File: src/design/pctd_pkg.sv
// Package with shared types, constants and functions of the percent decoder.
`default_nettype none
package pctd_pkg;

	localparam int unsigned ByteW = 8;
	localparam int unsigned UserW = 3;
	localparam int unsigned BufDepth = 2;

	localparam logic [ByteW-1:0] PctChar = 8'h25;
	localparam logic [ByteW-1:0] NulChar = 8'h00;

	typedef enum logic [1:0] {
		ST_OK        = 2'd0,
		ST_MALFORMED = 2'd1,
		ST_ZERO      = 2'd2
	} status_t;

	typedef struct packed {
		logic             ends_string;
		status_t          status;
		logic             has_byte;
		logic [ByteW-1:0] out_byte;
	} result_t;

	typedef struct packed {
		logic       valid;
		logic [3:0] value;
	} hex_t;

	function automatic hex_t hex_digit(input logic [ByteW-1:0] c);
		hex_t h;
		h.valid = 1'b1;
		h.value = 4'd0;
		if (c >= 8'h30 && c <= 8'h39) begin
			h.value = c[3:0];
		end else if ((c >= 8'h61 && c <= 8'h66) || (c >= 8'h41 && c <= 8'h46)) begin
			h.value = 4'(c[2:0] + 3'd1) + 4'd8;
		end else begin
			h.valid = 1'b0;
		end
		return h;
	endfunction

endpackage
`default_nettype wire

File: src/design/pctd_step.sv
// Decode step: escape state machine and combinational result for one byte.
`default_nettype none
module pctd_step (
	input  wire logic                           clk,
	input  wire logic                           arst_n,
	input  wire logic                           advance,
	input  wire logic [pctd_pkg::ByteW-1:0]     in_byte,
	input  wire logic                           last_byte,
	output logic                                res_valid,
	output pctd_pkg::result_t                   res
);

	typedef enum logic [1:0] {
		PH_IDLE  = 2'd0,
		PH_PCT   = 2'd1,
		PH_HIGH  = 2'd2,
		PH_DRAIN = 2'd3
	} phase_t;

	phase_t              phase_q, phase_d;
	logic [3:0]          high_q, high_d;
	pctd_pkg::status_t   err_q, err_d;

	pctd_pkg::hex_t      hex;
	logic                fail;
	pctd_pkg::status_t   fail_st;
	logic [pctd_pkg::ByteW-1:0] dec;

	always_comb begin
		hex       = pctd_pkg::hex_digit(in_byte);
		dec       = {high_q, hex.value};
		fail      = 1'b0;
		fail_st   = pctd_pkg::ST_OK;
		res_valid = 1'b0;
		res       = '0;
		phase_d   = phase_q;
		high_d    = high_q;
		err_d     = err_q;
		case (phase_q)
			PH_IDLE: begin
				if (in_byte != pctd_pkg::PctChar) begin
					res_valid       = 1'b1;
					res.out_byte    = in_byte;
					res.has_byte    = 1'b1;
					res.ends_string = last_byte;
				end else if (last_byte) begin
					fail    = 1'b1;
					fail_st = pctd_pkg::ST_MALFORMED;
				end else begin
					phase_d = PH_PCT;
				end
			end
			PH_PCT: begin
				if (!hex.valid || last_byte) begin
					fail    = 1'b1;
					fail_st = pctd_pkg::ST_MALFORMED;
				end else begin
					high_d  = hex.value;
					phase_d = PH_HIGH;
				end
			end
			PH_HIGH: begin
				if (!hex.valid) begin
					fail    = 1'b1;
					fail_st = pctd_pkg::ST_MALFORMED;
				end else if (dec == pctd_pkg::NulChar) begin
					fail    = 1'b1;
					fail_st = pctd_pkg::ST_ZERO;
				end else begin
					phase_d         = PH_IDLE;
					high_d          = 4'd0;
					res_valid       = 1'b1;
					res.out_byte    = dec;
					res.has_byte    = 1'b1;
					res.ends_string = last_byte;
				end
			end
			PH_DRAIN: begin
				if (last_byte) begin
					res_valid       = 1'b1;
					res.status      = err_q;
					res.ends_string = 1'b1;
				end
			end
			default: begin
				phase_d = PH_IDLE;
			end
		endcase
		if (fail) begin
			res_valid       = 1'b1;
			res.status      = fail_st;
			res.ends_string = last_byte;
			phase_d         = PH_DRAIN;
			err_d           = fail_st;
			high_d          = 4'd0;
		end
		if (last_byte) begin
			phase_d = PH_IDLE;
			high_d  = 4'd0;
			err_d   = pctd_pkg::ST_OK;
		end
	end

	always_ff @(posedge clk or negedge arst_n) begin
		if (!arst_n) begin
			phase_q <= PH_IDLE;
			high_q  <= 4'd0;
			err_q   <= pctd_pkg::ST_OK;
		end else if (advance) begin
			phase_q <= phase_d;
			high_q  <= high_d;
			err_q   <= err_d;
		end
	end

endmodule
`default_nettype wire

File: src/design/pctd_out_buf.sv
// Two-entry result buffer that drives the master-side stream.
`default_nettype none
module pctd_out_buf (
	input  wire logic                       clk,
	input  wire logic                       arst_n,
	input  wire logic                       push,
	input  wire pctd_pkg::result_t          push_data,
	output logic                            full,
	output logic                            m_tvalid,
	input  wire logic                       m_tready,
	output pctd_pkg::result_t               m_data
);

	localparam int unsigned PtrW = $clog2(pctd_pkg::BufDepth);

	pctd_pkg::result_t  mem_q [pctd_pkg::BufDepth];
	logic [PtrW-1:0]    wr_q, rd_q;
	logic [PtrW:0]      cnt_q;
	logic               pop;

	assign m_tvalid = (cnt_q != '0);
	assign full     = (cnt_q == (PtrW+1)'(pctd_pkg::BufDepth));
	assign pop      = m_tvalid && m_tready;
	assign m_data   = mem_q[rd_q];

	always_ff @(posedge clk) begin
		if (push) begin
			mem_q[wr_q] <= push_data;
		end
	end

	always_ff @(posedge clk or negedge arst_n) begin
		if (!arst_n) begin
			wr_q  <= '0;
			rd_q  <= '0;
			cnt_q <= '0;
		end else begin
			if (push) begin
				wr_q <= wr_q + 1'b1;
			end
			if (pop) begin
				rd_q <= rd_q + 1'b1;
			end
			if (push && !pop) begin
				cnt_q <= cnt_q + 1'b1;
			end else if (pop && !push) begin
				cnt_q <= cnt_q - 1'b1;
			end
		end
	end

endmodule
`default_nettype wire

File: src/design/percent_decoder.sv
// Top level of the streaming percent decoder.
//
//  Channel  Dir  Transfers             Payload
//  s_*      in   one encoded byte      tdata = in_byte, tlast = last_byte
//  m_*      out  zero or one result    tdata = out_byte, tuser = has_byte/status,
//                per input byte        tlast = ends_string
//
// One byte is taken per cycle while the input is not held off; a byte's result
// passes through the input register and then the result buffer to the master side.
// The reset is asynchronous and returns the escape state to idle.
// A stalled output fills the two-entry result buffer; the input is held off
// only when that buffer is full and the waiting byte gives a result.
`default_nettype none
module percent_decoder (
	input  wire logic                       clk,
	input  wire logic                       arst_n,
	input  wire logic                       s_tvalid,
	output logic                            s_tready,
	input  wire logic [pctd_pkg::ByteW-1:0] s_tdata,  // [7:0] in_byte
	input  wire logic                       s_tlast,
	output logic                            m_tvalid,
	input  wire logic                       m_tready,
	output logic [pctd_pkg::ByteW-1:0]      m_tdata,  // [7:0] out_byte
	output logic [pctd_pkg::UserW-1:0]      m_tuser,  // [0] has_byte, [2:1] status
	output logic                            m_tlast
);

	logic [pctd_pkg::ByteW-1:0] byte_s1;
	logic                       last_s1;
	logic                       valid_s1;
	logic                       advance;
	logic                       res_valid;
	logic                       buf_full;
	pctd_pkg::result_t          res;
	pctd_pkg::result_t          m_res;

	assign advance  = valid_s1 && (!res_valid || !buf_full);
	assign s_tready = !valid_s1 || advance;

	always_ff @(posedge clk or negedge arst_n) begin
		if (!arst_n) begin
			valid_s1 <= 1'b0;
		end else if (s_tready) begin
			valid_s1 <= s_tvalid;
		end
	end

	always_ff @(posedge clk) begin
		if (s_tready && s_tvalid) begin
			byte_s1 <= s_tdata;
			last_s1 <= s_tlast;
		end
	end

	pctd_step u_step (
		.clk       (clk),
		.arst_n    (arst_n),
		.advance   (advance),
		.in_byte   (byte_s1),
		.last_byte (last_s1),
		.res_valid (res_valid),
		.res       (res)
	);

	pctd_out_buf u_out_buf (
		.clk       (clk),
		.arst_n    (arst_n),
		.push      (advance && res_valid),
		.push_data (res),
		.full      (buf_full),
		.m_tvalid  (m_tvalid),
		.m_tready  (m_tready),
		.m_data    (m_res)
	);

	assign m_tdata = m_res.out_byte;
	assign m_tuser = {m_res.status, m_res.has_byte};
	assign m_tlast = m_res.ends_string;

endmodule
`default_nettype wire

File: config.mk
export PLATFORM = sky130hd
export DESIGN_NAME = percent_decoder
export DESIGN_NICKNAME = d
export VERILOG_FILES = /design/src/design/pctd_pkg.sv /design/src/design/pctd_step.sv /design/src/design/pctd_out_buf.sv /design/src/design/percent_decoder.sv
export SDC_FILE = /design/constraint.sdc
export NUM_CORES = 1
export LEC_CHECK = 0
export BUFFER_PORTS_ARGS = -buffer_cell sky130_fd_sc_hd__buf_2
export CORE_ASPECT_RATIO = 1.4
export CORE_UTILIZATION = 40
export CTS_BUF_LIST = sky130_fd_sc_hd__clkbuf_2 sky130_fd_sc_hd__clkbuf_4 sky130_fd_sc_hd__clkbuf_8
export CTS_CLUSTER_DIAMETER = 100
export CTS_CLUSTER_SIZE = 25
export DETAILED_ROUTE_END_ITERATION = 10
export GPL_TIMING_DRIVEN = 0
export SKIP_CTS_REPAIR_TIMING = 1
export SLEW_MARGIN = 40
export SYNTH_ARGS = -nofsm -noshare
export SYNTH_HDL_FRONTEND = slang
export SYNTH_SLANG_ARGS = --single-unit
File: constraint.sdc
create_clock -name clk -period 5.1 [get_ports clk]
set_input_delay 0.255 -clock clk [delete_from_list [all_inputs] [get_ports clk]]
set_output_delay 0.255 -clock clk [all_outputs]
set_load 0.02 [all_outputs]
* Word level (Yosys, flattened, before mapping)
Memory sizes are Yosys's and may differ from the RTL's.
Index checks and enable logic that the tools add are counted.
** Word-level totals
- Bits of input ports :: 13
- Memory bits (writable) :: 24
- Flip-flop bits (word level) :: 22
- Memories kept :: 1
** Memory list
- u_out_buf.mem_q :: words 2, width 12, read ports 1, clocked after memory_dff 0, write ports 1, RTL line pctd_out_buf.sv:16 : pctd_pkg::result_t mem_q [pctd_pkg::BufDepth];
** Cells by class
- Reductions and logical operators :: 29
- Eq/ne operators :: 9
- Add/sub/neg operators :: 6
- $lt $le $gt $ge :: 6
- Muxes and demuxes :: 51
** Operators by type and width (count)
- 4-bit two-way mux :: 7
- 9-bit two-way mux :: 3
- 2-bit two-way mux :: 13
- 1-bit two-way mux :: 19
- 9-bit one-hot mux with 2 select lines :: 1
- 8-bit by 7-bit >= comparator with 1-bit output, second input constant :: 2
- 8-bit by 7-bit less-or-equal comparator with 1-bit output, second input constant :: 2
- 4-bit by 3-bit inequality test with 1-bit output, second input constant :: 3
- 2-bit one-hot mux with 3 select lines :: 2
- 1-bit logical AND :: 9
- 1-bit one-hot mux with 3 select lines :: 3
- 8-bit by 6-bit >= comparator with 1-bit output, second input constant :: 1
- 8-bit by 6-bit less-or-equal comparator with 1-bit output, second input constant :: 1
- 8-bit logical NOT :: 1
- 8-bit by 6-bit inequality test with 1-bit output, second input constant :: 1
- 4-bit one-hot mux with 2 select lines :: 1
- 2-bit == test, second input constant :: 3
- 1-bit logical NOT :: 6
- 3-bit two-way mux :: 2
- 6-bit AND reduction :: 1
- 2-bit nonzero test :: 3
- 5-bit AND reduction :: 1
- 5-bit nonzero test :: 1
- 3-bit by 1-bit adder with 4-bit output, second input constant :: 1
- 10 further kinds :: 14

* Depth between registers and ports, before layout
Gate-level depths: netlist of run 1.
- Depth in word-level cells :: 18
- Depth in mapped cells :: 13

* Hierarchy
Synthesis of run 1 repeated with hierarchy kept, for this count alone.
** Unflattened totals
- Cells, all modules :: 199
- Area total of the unflattened synthesis :: 2384.8 um^2
** By module, submodules not included
- pctd_out_buf :: area each 1102.3 um^2, times used 1, cells each 53
- pctd_step :: area each 949.7 um^2, times used 1, cells each 130
- percent_decoder :: area each 332.8 um^2, times used 1, cells each 16

* Least setup slack after synthesis of run 1
OpenSTA, ideal clock, no wires.
- Path kind :: flip-flop to flip-flop
- Start point :: register byte_s1[0] (netlist name)
- End point :: memory u_out_buf.mem_q[1][0] (netlist name), enable pin
- Required time :: 4.720 ns
- Period minus slack after synthesis :: 3.242 ns
- Setup time :: 0.380 ns
- Stages on the path, launching flop included :: 8
- Path slack :: 1.858 ns
- Data arrival time :: 2.861 ns
- Path through :: edfxtp_1 -> or3_1 -> or4_1 -> a211o_2 -> and2b_4 -> o32ai_4 -> nand3b_1 -> nor2_1
** Between the ends
- Word-level cells in the longest chain between the ends :: 16
- Elaborated cells between the ends (all ways) :: 36
- Those cells by class :: add/sub (2); order compare (6); eq/ne (1); mux (16); reduce/logical (11)
** RTL lines
- from (decl) :: RTL line percent_decoder.sv:28 : logic [pctd_pkg::ByteW-1:0] byte_s1;
- from (signal assigned) :: RTL line percent_decoder.sv:50 : byte_s1 <= s_tdata;
- branches (longest 9 deep; another with 3-bit by 1-bit adder with 4-bit output)
- 1-bit two-way mux * :: RTL line pctd_step.sv:89 : if (fail) begin
- 1-bit logical NOT :: RTL line percent_decoder.sv:37 : assign advance = valid_s1 && (!res_valid || !buf_full);
- 1-bit logical OR :: RTL line percent_decoder.sv:37
- 1-bit logical AND :: RTL line percent_decoder.sv:37
- 1-bit logical AND * :: RTL line percent_decoder.sv:68 : .push (advance && res_valid),
- 1-bit two-way mux * :: RTL line pctd_out_buf.sv:27 : if (push) begin
- 1-bit two-way mux (not written as such) * :: RTL line pctd_out_buf.sv:28 : mem_q[wr_q] <= push_data;
- to (decl) :: RTL line pctd_out_buf.sv:16
Mark *: on every way between the ends.

* Worst setup path in the final report of run 1
- Start point :: register byte_s1[0] (netlist name)
- End point :: memory u_out_buf.mem_q[1][6] (netlist name), enable pin
The elaborated chain is that of the path after synthesis.

==> flow_summary.ini, run 1 <==
[logic_synthesis]
ys_seq_elements = 46
synth_area_leaders = edfxtp_1, dfrtp_1, mux2_2
synthDistinctLibCells = 59
syn-num-nets = 206
ys_async_sr_fraction_pct = 28.3
synth_top_area_cell = edfxtp_1
syn_avg_cell_area_um2 = 13.1
synth.yosys.seq_area_share_pct = 54.2
postSynth.topFlopCell = edfxtp_1
syn_inst = 185
synth_area_mm2 = 0.00243
ys.warnings.count = 0
synth_top_area_share_pct = 40.8
synth-edff-count = 33

[die]
coreArea_mm2 = 0.00586
ios = 27
fp.dieH_um = 94.2
rows = 33
die_area_mm2 = 0.00639
start_util_pct = 41.4
die_x_um = 67.9

[worst_setup_path]
end_kind = flop
cp_data_required_time_ns = 5.03
slowest_delay_ns = 0.55
crit_buf_inv = 1
path_class = flop to flop
critPathSlowestCell = nor2_2
critPathArrivalTime_ns = 3.42
start_kind = flop
crit_family = simple AND/OR/NAND/NOR gates
worstPathMaxFanout = 12
cp_cell_sequence = inv_1 -> ha_1 -> nor3b_1 -> a311oi_4 -> a211oi_1 -> and3_4 -> o32ai_4 -> nand3b_1 -> nor2_2

[grt]
grt_pass1_wl_mm = 7.11
gr-total-overflow = 0
grt_pass1_vias = 1481
grt_usage_pct = 15.0
antenna_found_initial = 0
grt_max_degree = 14

[run_status]
status = finished clean

[routing]
drc = 0
vias_per_cell = 5.16
first_pass_iters = 4
wl_per_cell_um = 14.6
ant_nets = 0
drt_wl_total_mm = 4.24
drt_iter0_markers = 119
dr_total_vias = 1496

[finish]
layout-drive-gt1-share_pct = 32.3
mostFrequentLayoutCells = edfxtp_1, buf_2, dfrtp_1
final_cell_area_mm2 = 0.00278
fillers = 543
num_antenna_cells = 0
area_delta_synth_final_pct = 14.3
nNetsFinal = 240
layout_commonest_cell = edfxtp_1

[placement]
portBuffers = 26
hpwl_mm = 3.21
dpl_cell_area_mm2 = 0.00265
place.gp.congestion = 0.835

[sta]
max_freq_mhz = 287
hold_viol_final = 0
fin_skew_ns = 0.00737
setup_violations = 0
rsz0062_at_grt = false
finalCritPeriodShare_pct = 68.3
maxSlewViolCount = 0
maxSlewHeadroom_pct = 58.1
setup_tns_ns = 0
hold-worst-slack_ns = 0.126
worst_pin_slew_ns = 0.628
fin_crit_ns = 3.48

[job]
cap_violations = 0

[min_path]
holdCritPathClass = primary input to flop

[cts]
clock_path_buffers = 2
cts_max_level = 2
clkLatencyLatePin_ns = 0.30
root_buffer = clkbuf_8
cts.sinks = 46
numCtsBuffers = 5
tritoncts = built
clk_pin_slew_ns = 0.08

[power_and_ir_drop]
p_per_area_mw_per_mm2 = 579
ir_worst_vdd_v = 0.000154
leakagePower_nw = 1.13
[stage by stage]
step	util (%)	power (mW)	cells	setup slack, ns
floorplan	-	1.17	185	1.86
CTS	47.2	1.62	289	1.60
global route	47.4	1.72	290	1.36
detailed placement	45.2	1.35	281	1.62
global placement	45.2	1.34	281	1.34
finish	47.4	1.61	290	1.62
[path summary, 6_finish.rpt]
check                                                from                         endpoint  slack, ns  depth (start not counted)
min in group asynchronous                          arst_n       u_out_buf.wr_q$_DFFE_PN0P_       0.37                          2
min                                               s_tlast                last_s1$_DFFE_PP_       0.13                          1
max reg2reg                          byte_s1[0]$_DFFE_PP_  u_out_buf.mem_q[1][6]$_DFFE_PP_       1.62                          9
min reg2reg                u_out_buf.cnt_q[1]$_DFFE_PN0P_   u_out_buf.cnt_q[1]$_DFFE_PN0P_       0.50                          1
max in group asynchronous                          arst_n     u_step.high_q[1]$_DFFE_PN0P_       4.50                          2
max                                  byte_s1[0]$_DFFE_PP_  u_out_buf.mem_q[1][6]$_DFFE_PP_       1.62                          9
[per-layer routing]
metal	global-route usage, %	up-vias	share of wire, %
met5	0	-	0
met4	5.90	0	1.1
met3	3.28	4	3.4
met2	25.2	29	52
met1	18.2	702	44
li1	-	761	-
[state kept, by name (all words and copies together) (netlist names)]
register / flops
last_s1: 1
u_out_buf.mem_q: 24
u_step.high_q: 4
u_step.phase_q: 2
valid_s1: 1
u_step.err_q: 2
u_out_buf.rd_q: 1
u_out_buf.wr_q: 1
u_out_buf.cnt_q: 2
byte_s1: 8
[worst register-to-register path: cells and delay by family (launching register included)]
kind | cells | cell delay [ns]
flip-flops | 1 | 0.52
AO/OA/AOI/OAI | 3 | 1.03
buffers and inverters | 1 | 0.12
AND/OR/NAND/NOR | 4 | 1.22
adder cells (fa/ha/maj) | 1 | 0.24
[cell usage after synthesis, types with 2 or more instances]
library cell,n
dlygate4sd1_1,2
nor3b_1,2
dfrtp_1,13
nor3_1,5
a211o_2,2
nor4_1,2
a22o_1,4
mux2_1,4
nand2_1,10
a211oi_1,2
ha_1,8
inv_1,10
a21oi_1,4
nand3_1,6
mux2_2,12
xor2_1,2
buf_1,2
xnor2_1,3
nor2_1,10
o21ai_0,6
edfxtp_1,33
a21o_1,2
mux2i_1,3
mux2_4,2
or4_1,2
[cell type report]
class                           instances  area [µm²]  area share [%]
Sequential cell                        46        1320            47.4
Multi-Input combinational cell        122        1030            37.2
Timing Repair Buffer                   27         140            5.05
Tap cell                               70        87.6            3.15
Clock buffer                            7        83.8            3.02
Buffer                                  7        48.8            1.76
Inverter                               10        37.5            1.35
Clock inverter                          1        30.0            1.08
[cells by family (layout without fill, tap and decap cells)]
logic type      after synthesis  in the layout  synth area share (%)
compound gates               36             36                  13.3
simple gates                 52             52                  13.1
xor+xnor                      5              5                  1.80
fa+ha+maj                     8              8                  4.12
buf+inv                      17             52                  3.55
flops                        46             46                  54.2
mux                          21             21                  9.89
[report_power, final]
part	internal (mW)	switching [mW]	total, mW
logic	0.310	0.422	0.732
registers	0.550	0.0536	0.603
clock network	0.157	0.115	0.272
Note: power is estimated with default switching activity, not from simulation.
==> inputs of run 2 (changes only) <==
==> constraint.sdc (replaced) <==
create_clock -name clk -period 2.96 [get_ports clk]
set_input_delay 0.148 -clock clk [delete_from_list [all_inputs] [get_ports clk]]
set_output_delay 0.148 -clock clk [all_outputs]
set_load 0.02 [all_outputs]
==> run 2 against run 1 <==
Net effect: the flow now finishes with violations (setup timing); total power grew 84%; clock power grew 72%; combinational power grew 98%; global-route usage grew 0.58 points; worst setup slack lost 1.7 ns; clock skew shrank 0.0020 ns; first-iteration DRC count shrank 35%; critical path depth is the same; routed wire length grew 8.0%; via count grew 7.4%; sequential power grew 72%; die area is the same; critical path type unchanged; largest cell class unchanged; largest power group unchanged; highest routed layer unchanged.
==> flow_summary.ini, run 2 (synthesis gave the netlist of run 1 again) <==
[run_status]
status = complete, but fails checks
violations = setup timing

[routing]
vias_per_cell = 5.27
drt_iter0_markers = 77
first_pass_iters = 4
drt_wl_total_mm = 4.58
dr_total_vias = 1607
wl_per_cell_um = 15.0
ant_nets = 0
drc = 0

[finish]
area_delta_synth_final_pct = 22.3
top_regs = u_out_buf.mem_q: 24 flops, byte_s1: 8 flops, u_step.high_q: 4 flops
finalCoreUtilization_pct = 50.7
largest_reg_flops = 24
top_register = u_out_buf.mem_q
layout_commonest_cell = edfxtp_1
layout-drive-gt1-share_pct = 39.1
mostFrequentLayoutCells = edfxtp_1, buf_2, buf_4
num_antenna_cells = 0
nNetsFinal = 255

[sta]
rsz0062_at_grt = true
maxSlewViolCount = 0
worst_pin_slew_ns = 0.578
fin_ws_ns = -0.0776
fin_skew_ns = 0.00535
hold_viol_final = 0
maxSlewHeadroom_pct = 61.5
finalCritPeriodShare_pct = 103
setup_violations = 29
setup_tns_ns = -1.60
fin_crit_ns = 3.04
max_freq_mhz = 329

[grt]
gr-total-overflow = 0
grt_pass1_wl_mm = 7.23
antenna_found_initial = 0
grt_max_degree = 14
grt_usage_pct = 15.6
grt_pass1_vias = 1553

[die]
rows = 33
ios = 27
fp.dieH_um = 94.2
die_x_um = 67.9
start_util_pct = 41.4
die_area_mm2 = 0.00639
coreArea_mm2 = 0.00586

[power_and_ir_drop]
leakagePower_nw = 1.22
p_per_area_mw_per_mm2 = 995
ir_worst_vdd_v = 0.000349
totalPowerFinal_mw = 2.96

[cts]
clock_path_buffers = 2
numCtsBuffers = 5
root_buffer = clkbuf_8
clkLatencyLatePin_ns = 0.30
tritoncts = built
cts_max_level = 2
cts.sinks = 46
clk_pin_slew_ns = 0.08

[worst_setup_path]
r2r_slack_ns = -0.08
start_kind = flop
end_kind = flop
path_class = flop to flop
critPathSlowestCell = or4b_4
slowest_delay_ns = 0.50
worstPathMaxFanout = 8
crit_buf_inv = 2
cp_cell_sequence = buf_6 -> or4b_4 -> a311oi_4 -> a211o_2 -> and2b_4 -> o32ai_4 -> buf_4 -> a221oi_4 -> mux2_1
cp_data_required_time_ns = 3.14
crit_family = compound AO/OA/AOI/OAI gates
critPathArrivalTime_ns = 3.22

[min_path]
holdCritPathClass = primary input to flop

[job]
cap_violations = 0

[placement]
hpwl_mm = 3.34
place.gp.congestion = 0.821
portBuffers = 26
dp_slack_ns = -0.417
[run 2: cell types whose count changed in the layout (fill, tap and decap cells not counted), sizes merged]
cell	delta
buf	+15
[run 2: per-layer routing]
metal,track usage [%],vias up,routed length (µm),share of wire [%]
li1,-,797,-,-
met1,17.6,774,1940,42
met2,27.0,27,2410,53
met3,3.64,9,141,3.1
met4,7.12,0,89,1.9
met5,0,-,0,0
[run 2: cell type report]
| class | instances | area (µm²) |
|---|---|---|
| Multi-Input combinational cell | 122 | 1090 |
| Sequential cell | 46 | 1320 |
| Fill cell | 526 | 2890 |
| Timing Repair Buffer | 42 | 278 |
| Buffer | 7 | 48.8 |
| Clock buffer | 7 | 83.8 |
| Inverter | 10 | 37.5 |
| Clock inverter | 1 | 30.0 |
| Tap cell | 70 | 87.6 |
[run 2: path summary, 6_finish.rpt]
check,startpoint,end,depth (start not counted)
hold / removal,s_tdata[1],byte_s1[1]$_DFFE_PP_,1
hold reg to reg,u_out_buf.cnt_q[1]$_DFFE_PN0P_,u_out_buf.cnt_q[1]$_DFFE_PN0P_,1
setup reg to reg,byte_s1[3]$_DFFE_PP_,u_step.high_q[0]$_DFFE_PN0P_,9
max in group asynchronous,arst_n,u_step.high_q[1]$_DFFE_PN0P_,2
setup / recovery,byte_s1[3]$_DFFE_PP_,u_step.high_q[0]$_DFFE_PN0P_,9
min in group asynchronous,arst_n,u_out_buf.rd_q$_DFFE_PN0P_,2
[run 2: per-stage QoR]
stage	hold WS (ns)	std cells	area, µm²
2_1_floorplan	-0.148	185	2440
3_3_place_gp	0.0522	281	2660
3_5_place_dp	0.0540	281	2660
4_1_cts	-0.267	289	2780
5_1_grt	0.00171	305	2970
6_report	0.0190	305	2970
[run 2: power breakdown]
| group | switching [mW] | leakage [nW] | internal, mW |
|---|---|---|---|
| logic | 0.787 | 0.680 | 0.662 |
| registers | 0.0952 | 0.478 | 0.945 |
| clock network | 0.197 | 0.0593 | 0.271 |
| total | 1.08 | 1.22 | 1.88 |
